$ cat src/sv/aged_weight_normalizer_assert.svh
// Assertion macros shared by the aged weight normalizer RTL.
`ifndef AGED_WEIGHT_NORMALIZER_ASSERT_SVH
`define AGED_WEIGHT_NORMALIZER_ASSERT_SVH
`ifndef SYNTH
// Same-cycle implication, disabled during reset.
`define AWN_ASSERT_IMPL(label, clk, rst, ante, cons) \
   label: assert property (@(posedge clk) disable iff (rst) (ante) |-> (cons)) \
      else $error("aged_weight_normalizer: same-cycle check failed");
// Next-cycle implication, disabled during reset.
`define AWN_ASSERT_NEXT(label, clk, rst, ante, cons) \
   label: assert property (@(posedge clk) disable iff (rst) (ante) |=> (cons)) \
      else $error("aged_weight_normalizer: next-cycle check failed");
`else
`define AWN_ASSERT_IMPL(label, clk, rst, ante, cons)
`define AWN_ASSERT_NEXT(label, clk, rst, ante, cons)
`endif
`endif

$ cat src/sv/awn_pkg.sv
// Shared constants, types and state encoding of the aged weight normalizer.
package awn_pkg;

   localparam int NUM_CELLS  = 4;
   localparam int TICK_BITS  = 32;
   localparam int FRAC_BITS  = 16;

   localparam int BIAS_W     = 16;
   localparam int SCORE_W    = 24;
   localparam int SOURCE_W   = 2;
   localparam int OUT_W      = 17;
   localparam int OUT_FIELDS = 4;

   localparam int WEIGHT_W   = FRAC_BITS + 1;
   localparam int CELL_IDX_W = (NUM_CELLS > 1) ? $clog2(NUM_CELLS) : 1;
   localparam int SUM_W      = WEIGHT_W + $clog2(NUM_CELLS);
   localparam int PROD_W     = BIAS_W + TICK_BITS;
   localparam int DEN_W      = PROD_W + 1;
   localparam int QUO_W      = WEIGHT_W;
   localparam int DVD_W      = WEIGHT_W + FRAC_BITS;
   localparam int MUL_CNT_W  = $clog2(BIAS_W + 1);
   localparam int DIV_CNT_W  = $clog2(QUO_W + 1);

   localparam logic [BIAS_W-1:0]     AGE_BIAS_RESET = BIAS_W'(3277);
   localparam logic [WEIGHT_W-1:0]   WEIGHT_ONE     = WEIGHT_W'(2 ** FRAC_BITS);
   localparam logic [WEIGHT_W-1:0]   WEIGHT_RESET   = WEIGHT_W'((2 ** FRAC_BITS) / NUM_CELLS);
   localparam logic [TICK_BITS-1:0]  TICK_MAX       = {TICK_BITS{1'b1}};
   localparam logic [CELL_IDX_W-1:0] LAST_CELL      = CELL_IDX_W'(NUM_CELLS - 1);

   localparam logic FUNC_TICK    = 1'b0;
   localparam logic FUNC_OBSERVE = 1'b1;

   typedef enum logic [2:0] {
      ST_IDLE,
      ST_MUL_START,
      ST_MUL_WAIT,
      ST_AGE_DIV,
      ST_NORM_CHECK,
      ST_NORM_START,
      ST_NORM_DIV,
      ST_REPORT
   } state_type;

   typedef struct packed {
      logic                       func;
      logic [SOURCE_W-1:0]        source;
      logic signed [SCORE_W-1:0]  score;
   } req_type;

   typedef struct packed {
      logic [OUT_W-1:0] weight_zero;
      logic [OUT_W-1:0] weight_one;
      logic [OUT_W-1:0] weight_two;
      logic [OUT_W-1:0] weight_three;
   } rsp_type;

   typedef struct packed {
      logic start;
   } unit_cmd_type;

   typedef struct packed {
      logic busy;
      logic done;
   } unit_sts_type;

endpackage

$ cat src/sv/aged_weight_normalizer.sv
// Top level of the aged weight normalizer: cell state, sequencer and result register.
//
//   Channel  Direction  Handshake           Payload
//   req      in         req_valid/req_stall req_data  (func, source, score)
//   rsp      out        rsp_valid/rsp_stall rsp_data  (four cell weights)
//   csr      in         csr_valid/csr_ready csr_data  (age bias, Q16)
//
// An observation item is written into its cell at acceptance; the report state
// then loads its result into the output register and returns to idle, so the next
// item can be accepted while that result is presented. A tick item ages each cell
// in turn: a start state, the bit-serial multiplier and the bit-serial divider.
// The sum is then checked, and each cell is renormalized through the divider again
// unless every aged weight is zero.
// A synchronous reset restores the default weights, stamps, tick and bias.
// A new item is accepted while a finished result still waits in the output
// register; the next result is held back until that register is taken.
`include "aged_weight_normalizer_assert.svh"

module aged_weight_normalizer
   import awn_pkg::*;
(
   input  logic              clock,
   input  logic              reset,
   input  logic              req_valid,
   output logic              req_stall,
   input  req_type           req_data,
   output logic              rsp_valid,
   input  logic              rsp_stall,
   output rsp_type           rsp_data,
   input  logic              csr_valid,
   output logic              csr_ready,
   input  logic [BIAS_W-1:0] csr_data
);

   state_type             state_ff, state_in;
   logic [CELL_IDX_W-1:0] cell_ff, cell_in;
   logic [TICK_BITS-1:0]  tick_ff, tick_in;
   logic [BIAS_W-1:0]     bias_ff, bias_in;
   logic [SUM_W-1:0]      sum_ff, sum_in;
   logic [WEIGHT_W-1:0]   weight_ff [NUM_CELLS];
   logic [WEIGHT_W-1:0]   weight_in [NUM_CELLS];
   logic [TICK_BITS-1:0]  stamp_ff [NUM_CELLS];
   logic [TICK_BITS-1:0]  stamp_in [NUM_CELLS];
   logic                  rsp_valid_ff, rsp_valid_in;
   rsp_type               rsp_data_ff, rsp_data_in;

   logic                  req_accept;
   logic                  rsp_free;
   logic [WEIGHT_W-1:0]   cur_weight;
   logic [TICK_BITS-1:0]  cur_stamp;
   logic [TICK_BITS-1:0]  cur_age;
   logic [DEN_W-1:0]      aging_den;
   logic [WEIGHT_W-1:0]   obs_weight;
   logic                  src_ok;
   logic [OUT_W-1:0]      out_w [OUT_FIELDS];

   unit_cmd_type          mul_cmd, div_cmd;
   unit_sts_type          mul_sts, div_sts;
   logic [PROD_W-1:0]     mul_product;
   logic [DVD_W-1:0]      div_dividend;
   logic [DEN_W-1:0]      div_divisor;
   logic [QUO_W-1:0]      div_quotient;

   // Items are taken only while the sequencer is idle; the result register
   // below decouples this from the output side.
   assign req_stall  = (state_ff != ST_IDLE);
   assign req_accept = req_valid && !req_stall;
   assign csr_ready  = (state_ff == ST_IDLE);
   assign rsp_free   = !rsp_valid_ff || !rsp_stall;

   // The cell under work is selected by the sequencer's cell counter.
   assign cur_weight = weight_ff[cell_ff];
   assign cur_stamp  = stamp_ff[cell_ff];
   assign cur_age    = (tick_ff >= cur_stamp) ? (tick_ff - cur_stamp) : '0;

   // The aging denominator is one plus bias times age, in the weight format.
   // Its largest value stays below the point where a cap would matter.
   assign aging_den  = DEN_W'(WEIGHT_ONE) + DEN_W'(mul_product);

   // A negative score clamps to zero and anything above one clamps to one.
   always_comb begin
      if (req_data.score[SCORE_W-1]) begin
         obs_weight = '0;
      end else if ({1'b0, $unsigned(req_data.score)} > (SCORE_W + 1)'(2 ** FRAC_BITS)) begin
         obs_weight = WEIGHT_ONE;
      end else begin
         obs_weight = WEIGHT_W'($unsigned(req_data.score));
      end
   end

   assign src_ok = (int'(req_data.source) < NUM_CELLS);

   // Both divisions shift the weight up by the fraction width.
   assign div_dividend = {cur_weight, {FRAC_BITS{1'b0}}};
   assign div_divisor  = (state_ff == ST_NORM_START) ? DEN_W'(sum_ff) : aging_den;

   assign mul_cmd.start = (state_ff == ST_MUL_START);
   assign div_cmd.start = ((state_ff == ST_MUL_WAIT) && mul_sts.done)
                       || (state_ff == ST_NORM_START);

   awn_mul u_mul (
      .clock   (clock),
      .reset   (reset),
      .cmd     (mul_cmd),
      .age     (cur_age),
      .bias    (bias_ff),
      .sts     (mul_sts),
      .product (mul_product)
   );

   awn_div u_div (
      .clock    (clock),
      .reset    (reset),
      .cmd      (div_cmd),
      .dividend (div_dividend),
      .divisor  (div_divisor),
      .sts      (div_sts),
      .quotient (div_quotient)
   );

   // Sequencer. A tick ages cells one after another, keeps a running sum of
   // the aged weights, and then divides each weight by that sum unless it is
   // zero. An observation writes its cell at once and goes straight to report.
   always_comb begin
      state_in  = state_ff;
      cell_in   = cell_ff;
      tick_in   = tick_ff;
      sum_in    = sum_ff;
      weight_in = weight_ff;
      stamp_in  = stamp_ff;
      bias_in   = bias_ff;
      if (csr_valid && csr_ready) begin
         bias_in = csr_data;
      end
      case (state_ff)
         ST_IDLE: begin
            if (req_accept) begin
               if (req_data.func == FUNC_OBSERVE) begin
                  for (int c = 0; c < NUM_CELLS; c++) begin
                     if (src_ok && (int'(req_data.source) == c)) begin
                        weight_in[c] = obs_weight;
                        stamp_in[c]  = tick_ff;
                     end
                  end
                  state_in = ST_REPORT;
               end else begin
                  // The tick counter saturates at its top value.
                  if (tick_ff != TICK_MAX) begin
                     tick_in = tick_ff + TICK_BITS'(1);
                  end
                  cell_in  = '0;
                  sum_in   = '0;
                  state_in = ST_MUL_START;
               end
            end
         end
         ST_MUL_START: begin
            state_in = ST_MUL_WAIT;
         end
         ST_MUL_WAIT: begin
            if (mul_sts.done) begin
               state_in = ST_AGE_DIV;
            end
         end
         ST_AGE_DIV: begin
            if (div_sts.done) begin
               weight_in[cell_ff] = div_quotient;
               sum_in = sum_ff + SUM_W'(div_quotient);
               if (cell_ff == LAST_CELL) begin
                  state_in = ST_NORM_CHECK;
               end else begin
                  cell_in  = cell_ff + CELL_IDX_W'(1);
                  state_in = ST_MUL_START;
               end
            end
         end
         ST_NORM_CHECK: begin
            // With every aged weight at zero the weights are left as they are.
            if (sum_ff == '0) begin
               state_in = ST_REPORT;
            end else begin
               cell_in  = '0;
               state_in = ST_NORM_START;
            end
         end
         ST_NORM_START: begin
            state_in = ST_NORM_DIV;
         end
         ST_NORM_DIV: begin
            if (div_sts.done) begin
               weight_in[cell_ff] = div_quotient;
               if (cell_ff == LAST_CELL) begin
                  state_in = ST_REPORT;
               end else begin
                  cell_in  = cell_ff + CELL_IDX_W'(1);
                  state_in = ST_NORM_START;
               end
            end
         end
         ST_REPORT: begin
            if (rsp_free) begin
               state_in = ST_IDLE;
            end
         end
         default: begin
            state_in = ST_IDLE;
         end
      endcase
   end

   // Every item reports the weights of the first four cells; a field with
   // no cell behind it reads as zero.
   always_comb begin
      for (int j = 0; j < OUT_FIELDS; j++) begin
         if (j < NUM_CELLS) begin
            out_w[j] = OUT_W'(weight_ff[CELL_IDX_W'(j)]);
         end else begin
            out_w[j] = '0;
         end
      end
   end

   // Output register: loaded from the report state when it is free, and
   // emptied when the downstream side takes the item.
   always_comb begin
      rsp_valid_in = rsp_valid_ff;
      rsp_data_in  = rsp_data_ff;
      if ((state_ff == ST_REPORT) && rsp_free) begin
         rsp_valid_in             = 1'b1;
         rsp_data_in.weight_zero  = out_w[0];
         rsp_data_in.weight_one   = out_w[1];
         rsp_data_in.weight_two   = out_w[2];
         rsp_data_in.weight_three = out_w[3];
      end else if (rsp_valid_ff && !rsp_stall) begin
         rsp_valid_in = 1'b0;
      end
   end

   always_ff @(posedge clock) begin
      if (reset) begin
         state_ff     <= ST_IDLE;
         cell_ff      <= '0;
         tick_ff      <= '0;
         bias_ff      <= AGE_BIAS_RESET;
         sum_ff       <= '0;
         rsp_valid_ff <= 1'b0;
         for (int c = 0; c < NUM_CELLS; c++) begin
            weight_ff[c] <= WEIGHT_RESET;
            stamp_ff[c]  <= '0;
         end
      end else begin
         state_ff     <= state_in;
         cell_ff      <= cell_in;
         tick_ff      <= tick_in;
         bias_ff      <= bias_in;
         sum_ff       <= sum_in;
         rsp_valid_ff <= rsp_valid_in;
         weight_ff    <= weight_in;
         stamp_ff     <= stamp_in;
      end
   end

   always_ff @(posedge clock) begin
      rsp_data_ff <= rsp_data_in;
   end

   assign rsp_valid = rsp_valid_ff;
   assign rsp_data  = rsp_data_ff;

   // The multiplier only runs while the sequencer waits for it.
   `AWN_ASSERT_IMPL(a_mul_busy_state, clock, reset, mul_sts.busy, state_ff == ST_MUL_WAIT)
   // The divider only runs during an aging or a renormalizing division.
   `AWN_ASSERT_IMPL(a_div_busy_state, clock, reset, div_sts.busy, (state_ff == ST_AGE_DIV) || (state_ff == ST_NORM_DIV))
   // The tick counter never moves backward.
   `AWN_ASSERT_NEXT(a_tick_monotonic, clock, reset, 1'b1, tick_ff >= $past(tick_ff))
   // Leaving the report state always presents a result.
   `AWN_ASSERT_NEXT(a_report_loads, clock, reset, (state_ff == ST_REPORT) && rsp_free, rsp_valid_ff)

endmodule

$ cat src/sv/awn_mul.sv
// Bit-serial shift-add multiplier for the aging term bias times age.
module awn_mul
   import awn_pkg::*;
(
   input  logic                 clock,
   input  logic                 reset,
   input  unit_cmd_type         cmd,
   input  logic [TICK_BITS-1:0] age,
   input  logic [BIAS_W-1:0]    bias,
   output unit_sts_type         sts,
   output logic [PROD_W-1:0]    product
);

   logic [MUL_CNT_W-1:0] cnt_ff, cnt_in;
   logic                 done_ff, done_in;
   logic [PROD_W-1:0]    acc_ff, acc_in;
   logic [TICK_BITS-1:0] mcand_ff, mcand_in;
   logic [BIAS_W-1:0]    mplr_ff, mplr_in;

   // The bias bits are consumed most significant first, one per cycle.
   always_comb begin
      cnt_in   = cnt_ff;
      acc_in   = acc_ff;
      mcand_in = mcand_ff;
      mplr_in  = mplr_ff;
      done_in  = 1'b0;
      if (cmd.start) begin
         cnt_in   = MUL_CNT_W'(BIAS_W);
         acc_in   = '0;
         mcand_in = age;
         mplr_in  = bias;
      end else if (cnt_ff != '0) begin
         acc_in  = {acc_ff[PROD_W-2:0], 1'b0}
                 + (mplr_ff[BIAS_W-1] ? PROD_W'(mcand_ff) : '0);
         mplr_in = {mplr_ff[BIAS_W-2:0], 1'b0};
         cnt_in  = cnt_ff - MUL_CNT_W'(1);
         done_in = (cnt_ff == MUL_CNT_W'(1));
      end
   end

   always_ff @(posedge clock) begin
      if (reset) begin
         cnt_ff  <= '0;
         done_ff <= 1'b0;
      end else begin
         cnt_ff  <= cnt_in;
         done_ff <= done_in;
      end
   end

   always_ff @(posedge clock) begin
      acc_ff   <= acc_in;
      mcand_ff <= mcand_in;
      mplr_ff  <= mplr_in;
   end

   assign sts.busy = (cnt_ff != '0);
   assign sts.done = done_ff;
   assign product  = acc_ff;

endmodule

$ cat src/sv/awn_div.sv
// Bit-serial restoring divider that yields one quotient bit per cycle.
module awn_div
   import awn_pkg::*;
(
   input  logic              clock,
   input  logic              reset,
   input  unit_cmd_type      cmd,
   input  logic [DVD_W-1:0]  dividend,
   input  logic [DEN_W-1:0]  divisor,
   output unit_sts_type      sts,
   output logic [QUO_W-1:0]  quotient
);

   logic [DIV_CNT_W-1:0] cnt_ff, cnt_in;
   logic                 done_ff, done_in;
   logic [DEN_W-1:0]     rem_ff, rem_in;
   logic [DEN_W-1:0]     dsr_ff, dsr_in;
   logic [QUO_W-1:0]     low_ff, low_in;
   logic [QUO_W-1:0]     quo_ff, quo_in;
   logic [DEN_W:0]       trial;
   logic [DEN_W:0]       diff;
   logic                 fits;

   // The upper dividend bits are always below the divisor, so only the low
   // QUO_W bits can produce quotient bits and the rest are preloaded.
   always_comb begin
      trial   = {rem_ff, low_ff[QUO_W-1]};
      diff    = trial - {1'b0, dsr_ff};
      fits    = (trial >= {1'b0, dsr_ff});
      cnt_in  = cnt_ff;
      rem_in  = rem_ff;
      dsr_in  = dsr_ff;
      low_in  = low_ff;
      quo_in  = quo_ff;
      done_in = 1'b0;
      if (cmd.start) begin
         cnt_in = DIV_CNT_W'(QUO_W);
         rem_in = DEN_W'(dividend[DVD_W-1:QUO_W]);
         low_in = dividend[QUO_W-1:0];
         dsr_in = divisor;
         quo_in = '0;
      end else if (cnt_ff != '0) begin
         rem_in  = fits ? diff[DEN_W-1:0] : trial[DEN_W-1:0];
         quo_in  = {quo_ff[QUO_W-2:0], fits};
         low_in  = {low_ff[QUO_W-2:0], 1'b0};
         cnt_in  = cnt_ff - DIV_CNT_W'(1);
         done_in = (cnt_ff == DIV_CNT_W'(1));
      end
   end

   always_ff @(posedge clock) begin
      if (reset) begin
         cnt_ff  <= '0;
         done_ff <= 1'b0;
      end else begin
         cnt_ff  <= cnt_in;
         done_ff <= done_in;
      end
   end

   always_ff @(posedge clock) begin
      rem_ff <= rem_in;
      dsr_ff <= dsr_in;
      low_ff <= low_in;
      quo_ff <= quo_in;
   end

   assign sts.busy = (cnt_ff != '0);
   assign sts.done = done_ff;
   assign quotient = quo_ff;

endmodule
$ cat config.mk
export PLATFORM = sky130hd
export DESIGN_NAME = aged_weight_normalizer
export DESIGN_NICKNAME = d
export VERILOG_FILES = /design/src/sv/awn_pkg.sv /design/src/sv/aged_weight_normalizer.sv /design/src/sv/awn_mul.sv /design/src/sv/awn_div.sv
export VERILOG_INCLUDE_DIRS = /design/src /design/src/sv
export SDC_FILE = /design/constraint.sdc
export NUM_CORES = 1
export LEC_CHECK = 0
export BUFFER_PORTS_ARGS = -buffer_cell sky130_fd_sc_hd__buf_2
export CAP_MARGIN = 20
export CORE_ASPECT_RATIO = 0.8
export CORE_MARGIN = 3
export CORE_UTILIZATION = 63
export CTS_CLUSTER_SIZE = 40
export DETAILED_ROUTE_END_ITERATION = 10
export PLACE_DENSITY_LB_ADDON = 0.08
export SLEW_MARGIN = 30
export SYNTH_ARGS = -nofsm -noshare
export SYNTH_HDL_FRONTEND = slang
export SYNTH_SLANG_ARGS = --single-unit
$ cat constraint.sdc
create_clock -name clock -period 5.1 [get_ports clock]
set_clock_uncertainty 0.1 [all_clocks]
set_input_delay 1.02 -clock clock [delete_from_list [all_inputs] [get_ports clock]]
set_output_delay 1.02 -clock clock [all_outputs]
set_load 0.02 [all_outputs]
# Word level (Yosys, flattened, before mapping)
# Cells that the tools add are included.
[op_classes] mux=54 magnitude_cmp=5 bitwise=4 n_addsub=9 reduce_logical=40 n_eq_ne=28
[op_table] cell="68-bit two-way mux" n=3
[op_table] cell="17-bit two-way mux" n=11
[op_table] cell="68-bit one-hot mux with 2 select lines" n=1
[op_table] cell="32-bit two-way mux" n=3
[op_table] cell="19-bit two-way mux" n=4
[op_table] cell="68-bit bitwise mux" n=1
[op_table] cell="32-bit binary-select mux with 2-bit select" n=1
[op_table] cell="16-bit two-way mux" n=4
[op_table] cell="50-bit by 49-bit greater-or-equal comparator with 1-bit output" n=1
[op_table] cell="17-bit by 48-bit adder with 49-bit output, first input constant" n=1
[op_table] cell="49-bit two-way mux" n=1
[op_table] cell="49-bit subtractor" n=1
[op_table] cell="48-bit adder" n=1
[op_table] cell="19-bit one-hot mux with 2 select lines" n=1
[op_table] cell="17-bit binary-select mux with 2-bit select" n=1
[op_table] cell="17-bit demux with 2-bit select" n=1
[op_table] cell="32-bit by 1-bit adder with 32-bit output, second input constant" n=1
[op_table] cell="32-bit greater-or-equal comparator" n=1
[op_table] cell="32-bit inequality test, second input constant" n=1
[op_table] cell="32-bit subtractor" n=1
[op_table] cell="5-bit AND reduction" n=5
[op_table] cell="24-bit by 17-bit greater-than comparator with 1-bit output, second input constant" n=1
[op_table] cell="3-bit one-hot mux with 8 select lines" n=1
[op_table] cell="4-bit AND reduction" n=6
[op_table] cell="32 further kinds" n=87
[totals] wordCells=171 input_bits=48 ff_bits=527

# Logic depth before layout (Yosys ltp)
[logic_depth] depth_word=8 ltp_mapped=17 depth_no_buf=14

# Modules after synthesis
# Synthesis repeated with hierarchy kept, for this count alone.
[unflattened] cells_unflattened=3636 area_unflattened_um2=31109.8
[modules_own_cells] mod="aged_weight_normalizer" n_inst=1 cells_per_inst=2036 area_per_inst_um2=16538.4
[modules_own_cells] mod="awn_div" n_inst=1 cells_per_inst=979 area_per_inst_um2=8645.8
[modules_own_cells] mod="awn_mul" n_inst=1 cells_per_inst=621 area_per_inst_um2=5925.7

# Worst setup path after synthesis
# Ideal clock, no wire load.
[synth_timing] path_type="flip-flop to flip-flop" from="register cell_ff[0]" to="register u_mul.mcand_ff[28] (data pin)" path_stages_with_launch=17 n_path_buf=3 setup_time_ps=261 arrival_ps=3938 required_time_ps=4739 period_less_slack_ps=4300 slack_ps=800 cell_sequence="dfxtp_1 -> clkbuf_1 -> buf_1 -> mux4_2 -> inv_1 -> ha_1 -> and3_1 -> a221oi_2 -> a211oi_1 -> o21ai_1 -> a21oi_1 -> o21ai_1 -> nand3_1 -> a211o_1 -> a21oi_4 -> buf_6 -> nor3_1"
[synth_between] elab_chain_cells=5 elab_cells_between_ends=6
[synth_lines] element="start: declaration" line="aged_weight_normalizer.sv:36" text="logic [CELL_IDX_W-1:0] cell_ff, cell_in;"
[synth_lines] element="start signal: assignment" line="aged_weight_normalizer.sv:253" text="cell_ff <= cell_in;"
[synth_lines] element="2-bit NOT with 3-bit output (implied by the code) *" line="aged_weight_normalizer.sv:73" text="assign cur_stamp = stamp_ff[cell_ff];"
[synth_lines] element="32-bit binary-select mux with 2-bit select *" line="aged_weight_normalizer.sv:73"
[synth_lines] element="32-bit two-way mux (implied by the code) * (2 in series)" line="aged_weight_normalizer.sv:73"
[synth_lines] element="32-bit subtractor or 32-bit greater-or-equal comparator (tied branches)" line="aged_weight_normalizer.sv:74" text="assign cur_age = (tick_ff >= cur_stamp) ? (tick_ff - cur_stamp) : '0;"
[synth_lines] element="end signal: assignment" line="awn_mul.sv:53" text="mcand_ff <= mcand_in;"
[synth_lines] element="end: declaration" line="awn_mul.sv:17" text="logic [TICK_BITS-1:0] mcand_ff, mcand_in;"
# Mark *: on every way between the ends. The rest lies on a longest branch, timed or not. The select of a mux whose other input is x is not followed.
# A chain may end at the register's enable or synchronous reset.

# Worst setup path after layout
[layout_timing] from="register cell_ff[0]" to="register u_mul.mcand_ff[3] (data pin)"
# The elaborated chain is that of the path after synthesis.

==> metrics.cfg <==
[critical_path]
required_ns=5.34
crit_path_start=cell_ff[0]$_SDFFE_PP0P_
endpoint_kind=register
crit_family=compound AO/OA/AOI/OAI gates
r2r_start=cell_ff[0]$_SDFFE_PP0P_
path_buf_inv=3
arrival_ns=4.47
crit_path_start_kind=register
worstSetupPathType=register to register
critPathMaxStageDelay_ns=0.57
path_cells=buf_4 > mux4_2 > inv_1 > ha_1 > a21oi_1 > o21ai_0 > a21oi_1 > o21ai_0 > a311o_1 > o21ai_1 > nand3_1 > a211o_1 > a21oi_4 > buf_4 > a211oi_1
crit_slowest_cell=dfxtp_4
crit_fanout=32

[sta]
report.final.slew_viol_count=0
rsz0062_at_grt=no
finalSetupViolCount=0
setup_ws_ns=0.863
setup_tns_ns=0
hold_violations=0
worst_slew_pin_slew_ns=0.914
maxSlewHeadroom_pct=38.5
fmax_mhz=236
period_share_pct=83.1
period_needed_ns=4.24

[clock_network]
clock_path_buffers=3
cts.sinks=527
cts_hold_buffers=0
clk_latency_ns=0.61
cts_resized=0
cts_buffers=52
ctsHtreeMaxLevel=2
cts_root_buf=clkbuf_16
cts_setup_buffers=0
clk_pin_slew_worst_paths_ns=0.07
cts_tree=built

[detailed_routing]
firstDrtPassIters=6
route.detailed.drc=0
initialDrtViolationCount=2439
ant_nets=0
via_per_inst=6.11
drt-total-wl_microns=75900
detail_route.wl_per_cell_microns=18.5
vias=25055

[placement]
numPortBuffers=84
globalplace.congestion=0.921
dpl.hpwl_microns=54500
pre_cts_slack_ns=0.865

[synth]
synth_commonest_cells=nand2_1, dfxtp_1, a21oi_1
yosysMostFrequentCell=nand2_1
synth.distinct_cells=80
syn_inst=3496
muxShareOfSynthArea_pct=4.25
synth_compound_area_share_pct=18.0
synth-seq-cells=527
netlist.area_leader.share_pct=25.7
syn_area_per_cell_sq_um=8.44
synth_top_family_by_area=simple AND/OR/NAND/NOR gates
synth_xor_area_share_pct=5.46
yosys-top-cells-area=dfxtp_1, edfxtp_1, nand2_1
netlist_area_sq_um=29500
seq_area_frac_synth_pct=40.8
synthAdderAreaFrac_pct=6.25
synth_simple_gate_area_share_pct=19.8
async_flop_share_pct=0
yosysTopAreaCell=dfxtp_1
ys.flop_type=dfxtp_1
synth_warnings=0
synth_edf_count=148

[hold_path]
hp-class=register to register
hp-start=bias_ff[9]$_SDFFE_PP0P_

[cells_and_area]
num-fill-cells=3697
syn2layout_area_growth_pct=7.46
drive_gt1_share_pct=8.28
finalNetCount=3639
diodes=0

[job]
cap_violations=0

[global_route]
grt_use_total_pct=30.4
grt_max_degree=179
grt_pass1_wl_microns=123000
grt_pass1_vias=23420
antenna_found_initial=2
grt_overflow=0

[pwr]
power_per_cell_area_nw_per_um2=593
leakagePower_nw=12.3
ir_worst_vdd_mv=0.686

[floorplan]
fp.coreArea_sq_um=46000
dieArea_sq_um=49500
die_height_microns=200
rows=70
io_pins=119
start_util_pct=64.2
die_w_microns=248

[run_status]
outcome=finished, final reports clean

-- metal layers --
| metal | share of wire (%) | up-vias | GRT usage (%) |
|---|---|---|---|
| met2 | 43 | 930 | 45.2 |
| met3 | 8.6 | 123 | 6.00 |
| li1 | - | 12093 | - |
| met1 | 46 | 11905 | 45.5 |
| met5 | 0.036 | - | 0 |
| met4 | 1.9 | 4 | 7.80 |
-- worst paths after layout --
check | cells after the start | slack (ns) | to
min reg2reg | 2 | 0.35 | bias_ff[9]$_SDFFE_PP0P_
max reg2reg | 15 | 0.86 | u_mul.mcand_ff[3]$_SDFFCE_PN0P_
max | 15 | 0.86 | u_mul.mcand_ff[3]$_SDFFCE_PN0P_
min | 2 | 0.35 | bias_ff[9]$_SDFFE_PP0P_
-- cell usage in the layout (no fill, tap or decap), types with 15 or more instances in the layout --
cell,count
ha_1,141
a21o_1,71
nand2_1,664
xnor2_1,93
nor2b_1,21
a21oi_1,375
mux4_2,49
nand3_1,64
o21bai_1,22
nor4_1,24
edfxtp_1,148
buf_4,25
clkbuf_16,53
inv_1,130
nor3_1,27
dfxtp_1,377
buf_2,83
a311oi_1,66
nand4_1,38
a22oi_1,20
o21ai_0,140
conb_1,34
xor2_1,91
and3_1,29
nor2_1,316
a211oi_1,36
a31oi_1,22
nand2b_1,21
and2_1,48
mux2i_1,15
-- cells by family after synthesis --
family | count (synthesis)
buffers and inverters | 384
AND/OR/NAND/NOR | 1332
adder cells (fa/ha/maj) | 145
other | 1
multiplexers | 64
XOR/XNOR | 184
AO/OA/AOI/OAI | 859
flip-flops | 527
-- sequential cells by signal, indices dropped and copies added (netlist names), 2 cells and up --
register / count
stamp_ff: 128
u_div.dsr_ff: 49
u_div.rem_ff: 49
u_mul.product: 48
out_w: 34
rsp_data: 34
weight_ff: 34
tick_ff: 32
u_mul.mcand_ff: 32
sum_ff: 19
u_div.quotient: 17
bias_ff: 16
u_mul.mplr_ff: 16
u_div.cnt_ff: 5
u_mul.cnt_ff: 5
state_ff: 3
cell_ff: 2
-- layout make-up --
type	instances	area [sq um]	share of cell area (%)
multi-input cells	2618	16100	50.7
flip-flops and latches	527	12000	37.9
clock buffers	68	1430	4.52
well taps	612	766	2.41
repair buffers	114	732	2.31
inverters	133	503	1.59
clock inverters	29	180	0.568
-- stage by stage --
step | area, sq um | total power, W | hold WS (ns) | instances | utilization [%]
after floorplan | 29600 | 0.0130 | 0.326 | 3529 | -
after global placement | 30000 | 0.0147 | 0.339 | 4002 | 65.3
after detailed placement | 30100 | 0.0150 | 0.344 | 4003 | 65.4
after CTS | 31700 | 0.0187 | 0.352 | 4100 | 68.9
after global routing | 31700 | 0.0202 | 0.366 | 4101 | 69.0
final | 31700 | 0.0188 | 0.353 | 4101 | 69.0
-- report_power, final --
part | switching (W) | internal, W
registers | 0.000912 | 0.00557
logic | 0.00538 | 0.00329
clock network | 0.00168 | 0.00199
-- tightest hold or removal path: stages (launching register included) --
cell	delay, ns
dfxtp_1	0.31
nand2_1	0.05
a21oi_1	0.05
(Power assumes the default switching activity.)
